`src/rtl/ihx_enc_pkg.sv`:
```
package ihx_enc_pkg;

  // record geometry
  localparam int RECORD_BYTES = 16;
  localparam int CNT_W        = $clog2(RECORD_BYTES + 1);
  localparam int ADDR_W       = 17;
  localparam int LEN_W        = 16;

  // command queue between front and back
  localparam int QUEUE_DEPTH  = 4;
  localparam int QPTR_W       = $clog2(QUEUE_DEPTH);

  localparam logic [7:0] CH_NEWLINE = 8'd10;
  localparam logic [7:0] CH_COLON   = 8'h3A;

  // one work command for the back end: everything one input item produces
  typedef struct packed {
    logic        ext_on;     // emit extended segment record, base 0x1000
    logic        ext_off;    // emit extended segment record, base 0
    logic        hdr;        // item opens a record
    logic [7:0]  rec_count;
    logic [15:0] rec_addr;
    logic [7:0]  data;
    logic        close;      // item closes a record
    logic [7:0]  cksum;
  } cmd_t;

  // back end text sequencer phases
  typedef enum logic [2:0] {
    BK_START,
    BK_EXT,
    BK_HDR,
    BK_DATA,
    BK_SUM
  } bk_phase_t;

  // uppercase hex digit
  function automatic logic [7:0] hex_char(input logic [3:0] nib);
    logic [7:0] c;
    if (nib < 4'd10) c = 8'h30 + {4'd0, nib};
    else             c = 8'h37 + {4'd0, nib};
    return c;
  endfunction

  // fixed extended segment records, newline at position 15
  function automatic logic [7:0] ext_char(input logic on, input logic [3:0] pos);
    logic [7:0] c;
    case (pos)
      4'd0:    c = CH_COLON;
      4'd1:    c = "0";
      4'd2:    c = "2";
      4'd3:    c = "0";
      4'd4:    c = "0";
      4'd5:    c = "0";
      4'd6:    c = "0";
      4'd7:    c = "0";
      4'd8:    c = "2";
      4'd9:    c = on ? "1" : "0";
      4'd10:   c = "0";
      4'd11:   c = "0";
      4'd12:   c = "0";
      4'd13:   c = on ? "E" : "F";
      4'd14:   c = "C";
      default: c = CH_NEWLINE;
    endcase
    return c;
  endfunction

endpackage

```
`src/rtl/intel_hex_record_encoder_core.sv`:
```
// Intel HEX record encoder.
// Input channel: one data byte per item, with push/full. in_block_start
// marks the first byte of a block and loads in_block_address and
// in_block_length. Bytes with no block open, and empty blocks, make no text.
// Result channel: one ASCII character per item, with empty/pop. The last
// character produced by an input byte carries out_run_end.
// A byte expands to 2 characters, plus 9 for a record header, 3 for the
// checksum and newline, and 16 for an extended segment record; the back
// end sends one character per cycle while pop keeps up, so a byte makes
// 2 to 30 characters there, about 2.75 on average with full records.
// The front end takes a byte every cycle while its 4-entry command queue
// has room; an accepted item is written into the queue, and its first
// character reaches the result ports through the output register.
// When pop stays low the current character holds; the back end stops, the
// queue fills and full rises. Reset empties the queue and output register
// and clears the extended segment flag and all record state.
module intel_hex_record_encoder_core (
  input  logic        clk,
  input  logic        rst_n,
  input  logic        push,
  output logic        full,
  input  logic [7:0]  in_data_byte,
  input  logic        in_block_start,
  input  logic [16:0] in_block_address,
  input  logic [15:0] in_block_length,
  output logic        empty,
  input  logic        pop,
  output logic [7:0]  out_text_char,
  output logic        out_run_end
);
  import ihx_enc_pkg::*;

  cmd_t f_cmd, q_cmd;
  logic f_push, q_full, q_empty, q_pop, in_acc;

  assign full   = q_full;
  assign in_acc = push && !q_full;

  // front: byte classification and record state
  ihx_enc_front u_front (
    .clk              (clk),
    .rst_n            (rst_n),
    .in_valid         (in_acc),
    .in_data_byte     (in_data_byte),
    .in_block_start   (in_block_start),
    .in_block_address (in_block_address),
    .in_block_length  (in_block_length),
    .cmd_push         (f_push),
    .cmd              (f_cmd)
  );

  // command queue
  ihx_enc_cmdq u_cmdq (
    .clk     (clk),
    .rst_n   (rst_n),
    .wr_en   (f_push),
    .wr_cmd  (f_cmd),
    .rd_en   (q_pop),
    .rd_cmd  (q_cmd),
    .q_full  (q_full),
    .q_empty (q_empty)
  );

  // back: text generation
  ihx_enc_back u_back (
    .clk           (clk),
    .rst_n         (rst_n),
    .cmd_avail     (!q_empty),
    .cmd           (q_cmd),
    .cmd_pop       (q_pop),
    .empty         (empty),
    .pop           (pop),
    .out_text_char (out_text_char),
    .out_run_end   (out_run_end)
  );

endmodule

```
`src/rtl/ihx_enc_front.sv`:
```
module ihx_enc_front (
  input  logic                      clk,
  input  logic                      rst_n,
  input  logic                      in_valid,
  input  logic [7:0]                in_data_byte,
  input  logic                      in_block_start,
  input  logic [16:0]               in_block_address,
  input  logic [15:0]               in_block_length,
  output logic                      cmd_push,
  output ihx_enc_pkg::cmd_t         cmd
);
  import ihx_enc_pkg::*;

  logic              ext_r,   ext_nxt;
  logic [ADDR_W-1:0] addr_r,  addr_nxt;
  logic [LEN_W-1:0]  rem_r,   rem_nxt;
  logic [CNT_W-1:0]  cnt_r,   cnt_nxt;
  logic [CNT_W-1:0]  idx_r,   idx_nxt;
  logic [7:0]        sum_r,   sum_nxt;

  logic [ADDR_W-1:0] e_addr;
  logic [LEN_W-1:0]  e_rem;
  logic [CNT_W-1:0]  e_cnt, e_idx, cnt_sel, idx_inc;
  logic [7:0]        e_sum, sum_base, sum_new;
  logic              opens, ext_on, ext_off, close, live;

  // block start overrides the running record state
  always_comb begin
    e_addr = in_block_start ? in_block_address : addr_r;
    e_rem  = in_block_start ? in_block_length  : rem_r;
    e_cnt  = in_block_start ? '0 : cnt_r;
    e_idx  = in_block_start ? '0 : idx_r;
    e_sum  = in_block_start ? '0 : sum_r;
  end

  // classify the item
  always_comb begin
    live    = (e_rem != '0);
    opens   = (e_idx == '0);
    ext_on  = opens && !ext_r && e_addr[ADDR_W-1];
    ext_off = opens && ext_r && !e_addr[ADDR_W-1];
    if (!opens)
      cnt_sel = e_cnt;
    else if (e_rem < LEN_W'(RECORD_BYTES))
      cnt_sel = e_rem[CNT_W-1:0];
    else
      cnt_sel = CNT_W'(RECORD_BYTES);
    sum_base = opens ? (8'(cnt_sel) + e_addr[15:8] + e_addr[7:0]) : e_sum;
    sum_new  = sum_base + in_data_byte;
    idx_inc  = e_idx + CNT_W'(1);
    close    = (idx_inc >= cnt_sel);
  end

  // command for the back end
  always_comb begin
    cmd_push      = in_valid && live;
    cmd.ext_on    = ext_on;
    cmd.ext_off   = ext_off;
    cmd.hdr       = opens;
    cmd.rec_count = 8'(cnt_sel);
    cmd.rec_addr  = e_addr[15:0];
    cmd.data      = in_data_byte;
    cmd.close     = close;
    cmd.cksum     = 8'd0 - sum_new;
  end

  // next record state
  always_comb begin
    ext_nxt  = ext_r;
    addr_nxt = e_addr;
    rem_nxt  = e_rem;
    cnt_nxt  = e_cnt;
    idx_nxt  = e_idx;
    sum_nxt  = e_sum;
    if (live) begin
      if (ext_on)  ext_nxt = 1'b1;
      if (ext_off) ext_nxt = 1'b0;
      rem_nxt = e_rem - LEN_W'(1);
      if (close) begin
        addr_nxt = e_addr + ADDR_W'(RECORD_BYTES);
        cnt_nxt  = '0;
        idx_nxt  = '0;
        sum_nxt  = '0;
      end else begin
        cnt_nxt  = cnt_sel;
        idx_nxt  = idx_inc;
        sum_nxt  = sum_new;
      end
    end
  end

  always_ff @(posedge clk) begin
    if (!rst_n) begin
      ext_r  <= 1'b0;
      addr_r <= '0;
      rem_r  <= '0;
      cnt_r  <= '0;
      idx_r  <= '0;
      sum_r  <= '0;
    end else if (in_valid) begin
      ext_r  <= ext_nxt;
      addr_r <= addr_nxt;
      rem_r  <= rem_nxt;
      cnt_r  <= cnt_nxt;
      idx_r  <= idx_nxt;
      sum_r  <= sum_nxt;
    end
  end

endmodule

```
`src/rtl/ihx_enc_cmdq.sv`:
```
module ihx_enc_cmdq (
  input  logic              clk,
  input  logic              rst_n,
  input  logic              wr_en,
  input  ihx_enc_pkg::cmd_t wr_cmd,
  input  logic              rd_en,
  output ihx_enc_pkg::cmd_t rd_cmd,
  output logic              q_full,
  output logic              q_empty
);
  import ihx_enc_pkg::*;

  cmd_t              q_r [QUEUE_DEPTH];
  logic [QPTR_W-1:0] wr_ptr_r, wr_ptr_nxt;
  logic [QPTR_W-1:0] rd_ptr_r, rd_ptr_nxt;
  logic [QPTR_W:0]   cnt_r,    cnt_nxt;
  logic              do_wr, do_rd;

  // occupancy and pointers
  always_comb begin
    q_full     = (cnt_r == (QPTR_W+1)'(QUEUE_DEPTH));
    q_empty    = (cnt_r == '0);
    do_wr      = wr_en && !q_full;
    do_rd      = rd_en && !q_empty;
    wr_ptr_nxt = do_wr ? wr_ptr_r + QPTR_W'(1) : wr_ptr_r;
    rd_ptr_nxt = do_rd ? rd_ptr_r + QPTR_W'(1) : rd_ptr_r;
    cnt_nxt    = cnt_r + (QPTR_W+1)'(do_wr) - (QPTR_W+1)'(do_rd);
    rd_cmd     = q_r[rd_ptr_r];
  end

  always_ff @(posedge clk) begin
    if (!rst_n) begin
      wr_ptr_r <= '0;
      rd_ptr_r <= '0;
      cnt_r    <= '0;
    end else begin
      wr_ptr_r <= wr_ptr_nxt;
      rd_ptr_r <= rd_ptr_nxt;
      cnt_r    <= cnt_nxt;
    end
  end

  // entry storage
  always_ff @(posedge clk) begin
    if (do_wr) q_r[wr_ptr_r] <= wr_cmd;
  end

endmodule

```
`src/rtl/ihx_enc_back.sv`:
```
module ihx_enc_back (
  input  logic              clk,
  input  logic              rst_n,
  input  logic              cmd_avail,
  input  ihx_enc_pkg::cmd_t cmd,
  output logic              cmd_pop,
  output logic              empty,
  input  logic              pop,
  output logic [7:0]        out_text_char,
  output logic              out_run_end
);
  import ihx_enc_pkg::*;

  bk_phase_t  ph_r,  ph_nxt, cur_ph;
  logic [3:0] pos_r, pos_nxt;
  logic       out_valid_r;
  logic [7:0] out_char_r;
  logic       out_end_r;
  logic       adv, fire, seg_end, done;
  logic [7:0] ch;
  logic [3:0] nib;

  assign adv  = !out_valid_r || pop;
  assign fire = cmd_avail && adv;

  // phase in effect for the head command
  always_comb begin
    if (ph_r == BK_START) begin
      if (cmd.ext_on || cmd.ext_off) cur_ph = BK_EXT;
      else if (cmd.hdr)              cur_ph = BK_HDR;
      else                           cur_ph = BK_DATA;
    end else begin
      cur_ph = ph_r;
    end
  end

  // character for the current phase and position
  always_comb begin
    ch      = CH_NEWLINE;
    nib     = 4'd0;
    seg_end = 1'b0;
    done    = 1'b0;
    case (cur_ph)
      BK_EXT: begin
        ch      = ext_char(cmd.ext_on, pos_r);
        seg_end = (pos_r == 4'd15);
      end
      BK_HDR: begin
        case (pos_r)
          4'd1:    nib = cmd.rec_count[7:4];
          4'd2:    nib = cmd.rec_count[3:0];
          4'd3:    nib = cmd.rec_addr[15:12];
          4'd4:    nib = cmd.rec_addr[11:8];
          4'd5:    nib = cmd.rec_addr[7:4];
          4'd6:    nib = cmd.rec_addr[3:0];
          default: nib = 4'd0;
        endcase
        ch      = (pos_r == 4'd0) ? CH_COLON : hex_char(nib);
        seg_end = (pos_r == 4'd8);
      end
      BK_DATA: begin
        nib     = (pos_r == 4'd0) ? cmd.data[7:4] : cmd.data[3:0];
        ch      = hex_char(nib);
        seg_end = (pos_r == 4'd1);
        done    = seg_end && !cmd.close;
      end
      BK_SUM: begin
        nib     = (pos_r == 4'd0) ? cmd.cksum[7:4] : cmd.cksum[3:0];
        ch      = (pos_r == 4'd2) ? CH_NEWLINE : hex_char(nib);
        seg_end = (pos_r == 4'd2);
        done    = seg_end;
      end
      default: begin
        ch = CH_NEWLINE;
      end
    endcase
  end

  // next phase and position
  always_comb begin
    ph_nxt  = cur_ph;
    pos_nxt = pos_r + 4'd1;
    if (done) begin
      ph_nxt  = BK_START;
      pos_nxt = 4'd0;
    end else if (seg_end) begin
      pos_nxt = 4'd0;
      case (cur_ph)
        BK_EXT:  ph_nxt = BK_HDR;
        BK_HDR:  ph_nxt = BK_DATA;
        BK_DATA: ph_nxt = BK_SUM;
        default: ph_nxt = BK_START;
      endcase
    end
  end

  assign cmd_pop = fire && done;

  always_ff @(posedge clk) begin
    if (!rst_n) begin
      ph_r  <= BK_START;
      pos_r <= 4'd0;
    end else if (fire) begin
      ph_r  <= ph_nxt;
      pos_r <= pos_nxt;
    end
  end

  // output register
  always_ff @(posedge clk) begin
    if (!rst_n) begin
      out_valid_r <= 1'b0;
    end else if (adv) begin
      out_valid_r <= cmd_avail;
    end
  end

  always_ff @(posedge clk) begin
    if (fire) begin
      out_char_r <= ch;
      out_end_r  <= done;
    end
  end

  assign empty         = !out_valid_r;
  assign out_text_char = out_char_r;
  assign out_run_end   = out_end_r;

endmodule

```
`config.mk`:
```
export PLATFORM = sky130hd
export DESIGN_NAME = intel_hex_record_encoder_core
export DESIGN_NICKNAME = d
export VERILOG_FILES = /design/src/rtl/ihx_enc_pkg.sv /design/src/rtl/intel_hex_record_encoder_core.sv /design/src/rtl/ihx_enc_front.sv /design/src/rtl/ihx_enc_cmdq.sv /design/src/rtl/ihx_enc_back.sv
export SDC_FILE = /design/constraint.sdc
export NUM_CORES = 1
export LEC_CHECK = 0
export ABC_AREA = 1
export BUFFER_PORTS_ARGS = -buffer_cell sky130_fd_sc_hd__buf_2
export CAP_MARGIN = 40
export CORE_ASPECT_RATIO = 0.5
export CORE_MARGIN = 2
export CORE_UTILIZATION = 55
export CTS_CLUSTER_DIAMETER = 60
export DETAILED_ROUTE_END_ITERATION = 10
export PLACE_DENSITY_LB_ADDON = 0.25
export SLEW_MARGIN = 20
export SYNTH_ARGS = -nofsm -noshare
export SYNTH_HDL_FRONTEND = slang
export SYNTH_HIERARCHICAL = 1
export SYNTH_SLANG_ARGS = --single-unit
```
`constraint.sdc`:
```
create_clock -name clk -period 5.2 [get_ports clk]
set_input_delay 0.52 -clock clk [delete_from_list [all_inputs] [get_ports clk]]
set_output_delay 0.52 -clock clk [all_outputs]
set_load 0.02 [all_outputs]
```
# Yosys cells after proc, flatten, opt, wreduce, memory -nomap -nowiden
# Memories as Yosys holds them, arrays and structs flattened. A register that Yosys moved wholly into a read port is not among the register bits.
# Cells that the tools add are included.
[totals] romBits=0 word_cells=132 n_memories=1 ff_bits=76 mem_bits_rw=164 latch_bits=0
[classes] n_reduce_logical=28 eq_ne=20 addsub=18 shifts=0 muxes=46 div=0 magnitude_cmp=5 bitwise=0 n_mul=0
[memory_table] memory="u_cmdq.q_r" words=4 width=41 rd=1 rd_ports_with_merged_regs=1 wr=1 line="ihx_enc_cmdq.sv:13" text="cmd_t q_r [QUEUE_DEPTH];"
[op_table] op="$mux W8" count=9
[op_table] op="$mux W17" count=3
[op_table] op="$pmux W8 S6" count=1
[op_table] op="$add A6 B4 Y7 const A" count=6
[op_table] op="$mux W5" count=8
[op_table] op="$eq A4 B4 Y1 const B" count=8
[op_table] op="$mux W16" count=2
[op_table] op="$pmux W8 S4" count=1
[op_table] op="$pmux W4 S6" count=1
[op_table] op="$mux W4" count=5
[op_table] op="$add A17 B5 Y17 const B" count=1
[op_table] op="$add A8 B8 Y8" count=2
[op_table] op="$eq A4 B3 Y1 const B" count=4
[op_table] op="$lt A16 B5 Y1 const B" count=1
[op_table] op="$reduce_bool A16 Y1" count=1
[op_table] op="$sub A16 B1 Y16 const B" count=1
[op_table] op="$lt A4 B4 Y1 const B" count=3
[op_table] op="$mux W3" count=4
[op_table] op="$logic_and A1 B1 Y1" count=11
[op_table] op="$pmux W3 S3" count=1
[op_table] op="$reduce_or A9 Y1" count=1
[op_table] op="$add A5 B8 Y8" count=1
[op_table] op="$eq A4 B2 Y1 const B" count=2
[op_table] op="$sub A1 B8 Y8 const A" count=1
[op_table] op="other kinds (22)" count=39

# Depth between registers and ports, before layout
[logic_depth] word_depth=10 ltp_mapped=30

# Modules after synthesis
# The synthesis kept the hierarchy.
[modules_own_cells] module="ihx_enc_cmdq" seq_area_each_um2=5465.2 n_inst=1 cells_per_inst=493 area_per_inst_um2=7089.3
[modules_own_cells] module="ihx_enc_front" seq_area_each_um2=1041.0 n_inst=1 cells_per_inst=802 area_per_inst_um2=5119.9
[modules_own_cells] module="ihx_enc_back" seq_area_each_um2=400.4 n_inst=1 cells_per_inst=285 area_per_inst_um2=1756.7
[modules_own_cells] module="intel_hex_record_encoder_core" seq_area_each_um2=0.0 n_inst=1 cells_per_inst=3 area_per_inst_um2=13.8

# Least setup slack after synthesis
# OpenSTA, ideal clock, no wires.
[synth_path] kind="input to register" startpoint="input port in_block_start" endpoint="memory u_cmdq/q_r[0][7] (netlist bit) (data pin)" stages=27 setup_time_ns=0.270 t_arrival_ns=4.685 n_path_buf=4 path_slack_ns=0.245 cell_sequence="buf_6 buf_6 buf_2 nor2_1 inv_1 ha_1 nand2_1 nor3_4 buf_6 nand2_4 o21ai_2 inv_1 fa_1 inv_1 ha_1 fa_1 xor2_1 nand2_1 o21ai_0 ha_1 nand2_1 o21ai_0 a21oi_1 o21bai_1 xor2_1 nor2_1 xor2_1"
[synth_lines] element="from (decl)" line="intel_hex_record_encoder_core.sv:23" text="input logic in_block_start,"
[synth_lines] element="to (decl)" line="ihx_enc_cmdq.sv:13"

==> impl_metrics.env <==
export IMPL_die_w_um=229.5
export IMPL_grt_pass1_wl_mm=53.23
export IMPL_syn_area_mm2=0.01398
export IMPL_required_ps=5560
export IMPL_rsz0062_at_grt="false"
export IMPL_vias=11130
export IMPL_ant_nets=0
export IMPL_gp_congestion=0.9276
export IMPL_status="finished, final reports clean"
export IMPL_grt_start_max_net_pins=69
export IMPL_dr_pass1_iters=5
export IMPL_tightest_slew_ps=902.9
export IMPL_start_util_pct=55.73
export IMPL_core_mm2=0.02509
export IMPL_area_delta_synth_final_pct=10.34
export IMPL_synthCells=1583
export IMPL_wl_mm=34.07
export IMPL_fin_util_pct=61.49
export IMPL_path_class="reg -> reg"
export IMPL_cts_sinks=253
export IMPL_synth_edf_count=184
export IMPL_pwr_share_comb_pct=39.2
export IMPL_layout_drive_gt1_share_pct=14.73
export IMPL_fin_setup_tns_ps=0
export IMPL_synthArstFlopShare_pct=0
export IMPL_ys_seq_area_share_pct=49.40
export IMPL_grt_pass1_vias=10030
export IMPL_layout_nets=1717
export IMPL_cap_violations=0
export IMPL_clock_root_buffer="clkbuf_16"
export IMPL_clock_path_buffers=3
export IMPL_n_antenna_cell=0
export IMPL_remaining_drc_errors=0
export IMPL_rr_endpoint="u_cmdq/q_r[1][7]"
export IMPL_hpwl_mm=23.20
export IMPL_die_area_mm2=0.02679
export IMPL_startpoint_type="flop"
export IMPL_hp_class="in -> reg"
export IMPL_slew_violations=0
export IMPL_path_clk_slew_ps=70
export IMPL_ys_flop_type="edfxtp_1"
export IMPL_max_clock_freq_mhz=216.8
export IMPL_cts_inserted_buffers=24
export IMPL_row_count=41
export IMPL_syn_area_per_cell_um2=8.831
export IMPL_yosys_area_top_type_share_pct=39.52
export IMPL_grt_use_total_pct=25.42
export IMPL_min_period_over_period_pct=88.72
export IMPL_setup_viol=0
export IMPL_min_period_ps=4614
export IMPL_yosys_top_cells_area="edfxtp_1 (40%), dfxtp_1 (9.9%), nand2_1 (8.1%)"
export IMPL_p_int_mw=4.998
export IMPL_p_leak_nw=6.388
export IMPL_p_total_mw=8.055
export IMPL_synth_seq_cells=253
export IMPL_cts_resized=0
export IMPL_crit_path_end_kind="flop"
export IMPL_ys_types=52
export IMPL_p_sw_share_pct=37.95
export IMPL_fin_worst_skew_ps=14.01
export IMPL_antenna_found_initial=0
export IMPL_post_synth_top_area_cell="edfxtp_1"
export IMPL_setup_worst_path_start="u_front/idx_r[1]"
export IMPL_worstPathArrival_ps=4970
export IMPL_clock_power_share_pct=23.6
export IMPL_drt_initial_drc_count=1147
export IMPL_yosysMostFrequentCell="nand2_1"
export IMPL_ir_drop_mv=0.2723
export IMPL_avgRoutedWirePerCell_um=17.15
export IMPL_powerDensity_mw_per_mm2=522.2
export IMPL_p_seq_share_pct=37.2
export IMPL_reg2reg_depth=25
export IMPL_synth_commonest_cells="nand2_1 (301), edfxtp_1 (184), inv_1 (165), nor2_1 (159), o21ai_0 (144)"
export IMPL_endpoint="u_cmdq/q_r[1][7]"
export IMPL_worst_r2r_setup_slack_ps=590
export IMPL_overflow=0
export IMPL_ys_warn_count=6
export IMPL_switching_power_mw=3.057
export IMPL_ioPinCount=57
export IMPL_r2r_start="u_front/idx_r[1]"
export IMPL_hold_buffers=0
export IMPL_cts_setup_buffers=0
export IMPL_hold_violations=0
export IMPL_h_tree_depth=1
export IMPL_vias_per_cell=5.602
export IMPL_io_buffer_count=55
export IMPL_relSlewSlack_pct=39.34
export IMPL_cts_tree="built"
export IMPL_insertion_delay_ps=540
export IMPL_die_h_um=116.7
export IMPL_critPathMaxFanout=5
==> registers in the layout, summed over array words and instances, names as in the netlist, named ones only <==
name,count
u_back/out_text_char,7
u_back/out_valid_r,1
u_front/idx_r,5
u_front/ext_r,1
u_cmdq/rd_ptr_r,2
u_front/addr_r,17
u_back/out_run_end,1
u_back/pos_r,4
u_back/ph_r,3
u_cmdq/wr_ptr_r,2
u_cmdq/cnt_r,3
u_front/cnt_r,5
u_cmdq/q_r,176
u_front/sum_r,8
u_front/rem_r,16
==> layer usage <==
metal / GRT usage (%) / vias up / wire length [um]
met5: 0 / - / 0
met4: 5.281 / 0 / 544
met3: 4.932 / 46 / 2669
met2: 40.08 / 412 / 15100
met1: 36.87 / 5283 / 15760
li1: - / 5390 / -
==> power groups by stage <==
stage	Sequential (mW)	Combinational, mW	Clock (mW)
after global placement	3.02	3.01	0
after floorplan	3.05	2.22	0
after global routing	3.04	3.54	2.01
after detailed placement	3.04	3.11	0
final	3.00	3.16	1.90
after CTS	2.99	3.13	1.93
==> layout by cell type (no fill, tap or decap), drive strengths merged, types with 2 or more instances in the layout <==
master,Yosys,final
o22ai,46,46
buf,65,97
dfxtp,69,69
o21a,4,4
o211ai,9,9
nand4,15,15
clkbuf,18,31
edfxtp,184,184
nand3,78,78
clkinv,5,10
nor3,20,20
nor2,187,187
xor2,35,35
bufinv,0,5
clkinvlp,0,2
o21bai,2,2
a31oi,8,8
a21oi,78,78
nand2,326,326
nand3b,2,2
conb,2,4
or2,7,7
inv,178,179
xnor2,5,5
ha,38,38
mux2i,2,2
fa,8,8
o21ai,191,191
==> metrics by stage <==
step | worst slack [ps] | instances | hold WS, ps | area [um2]
finish | 586.5 | 1987 | 243.4 | 15420
global route | 163.0 | 1987 | 224.4 | 15420
CTS | 589.2 | 1986 | 217.4 | 15420
detailed placement | 82.16 | 1942 | 456.8 | 14580
global placement | 198.3 | 1939 | 455.6 | 14490
floorplan | 245.4 | 1585 | 445.4 | 13990
==> worst max-delay path: stages (launching register included) <==
cell and delay (ps):
dfxtp_1 300, inv_1 70, nor2_1 70, inv_1 80, ha_1 150, nand2_1 80, nor3_4 250, nand2_4 120
o21ai_2 140, inv_1 90, fa_1 480, inv_1 40, ha_1 210, fa_1 440, nand2_1 80, o21ai_0 80
ha_1 340, a21oi_1 170, nand2_1 100, nand2_1 90, nand2_1 50, a21oi_1 250, xor2_1 270, nand2_1 80
nor2_1 150, xor2_1 250
==> logic make-up (layout without fill, tap and decap cells) <==
group | after synthesis | count (layout) | synth area share (%)
flops | 253 | 253 | 49.40
mux | 2 | 2 | 0.2327
other cells | 2 | 4 | 0.05372
simple gates | 636 | 636 | 20.13
buf+inv | 266 | 324 | 9.192
compound gates | 338 | 338 | 13.94
xor+xnor | 40 | 40 | 2.506
fa+ha+maj | 46 | 46 | 4.547
==> how the worst min path moves through the flow <==
stage	startpoint	end	slack [ps]	cells after the start
detailed placement	u_front/addr_r[5]	u_front/addr_r[5]	460	2
global route	in_data_byte[2]	u_cmdq/q_r[2][11]	220	1
global placement	u_front/rem_r[2]	u_front/rem_r[2]	460	2
CTS	in_data_byte[2]	u_cmdq/q_r[2][11]	220	1
finish	in_data_byte[2]	u_cmdq/q_r[2][11]	240	1
floorplan	u_front/addr_r[5]	u_front/addr_r[5]	450	2
==> final cells by class <==
cell class | instances | area (um2)
Clock buffer | 31 | 626.9
Tap cell | 344 | 430.4
Timing Repair Buffer | 97 | 710.7
Inverter | 183 | 700.7
Multi-Input combinational cell | 1066 | 5831
Fill cell | 2093 | 9661
Sequential cell | 253 | 6908
Clock inverter | 13 | 217.7
(Power assumes the default switching activity.)
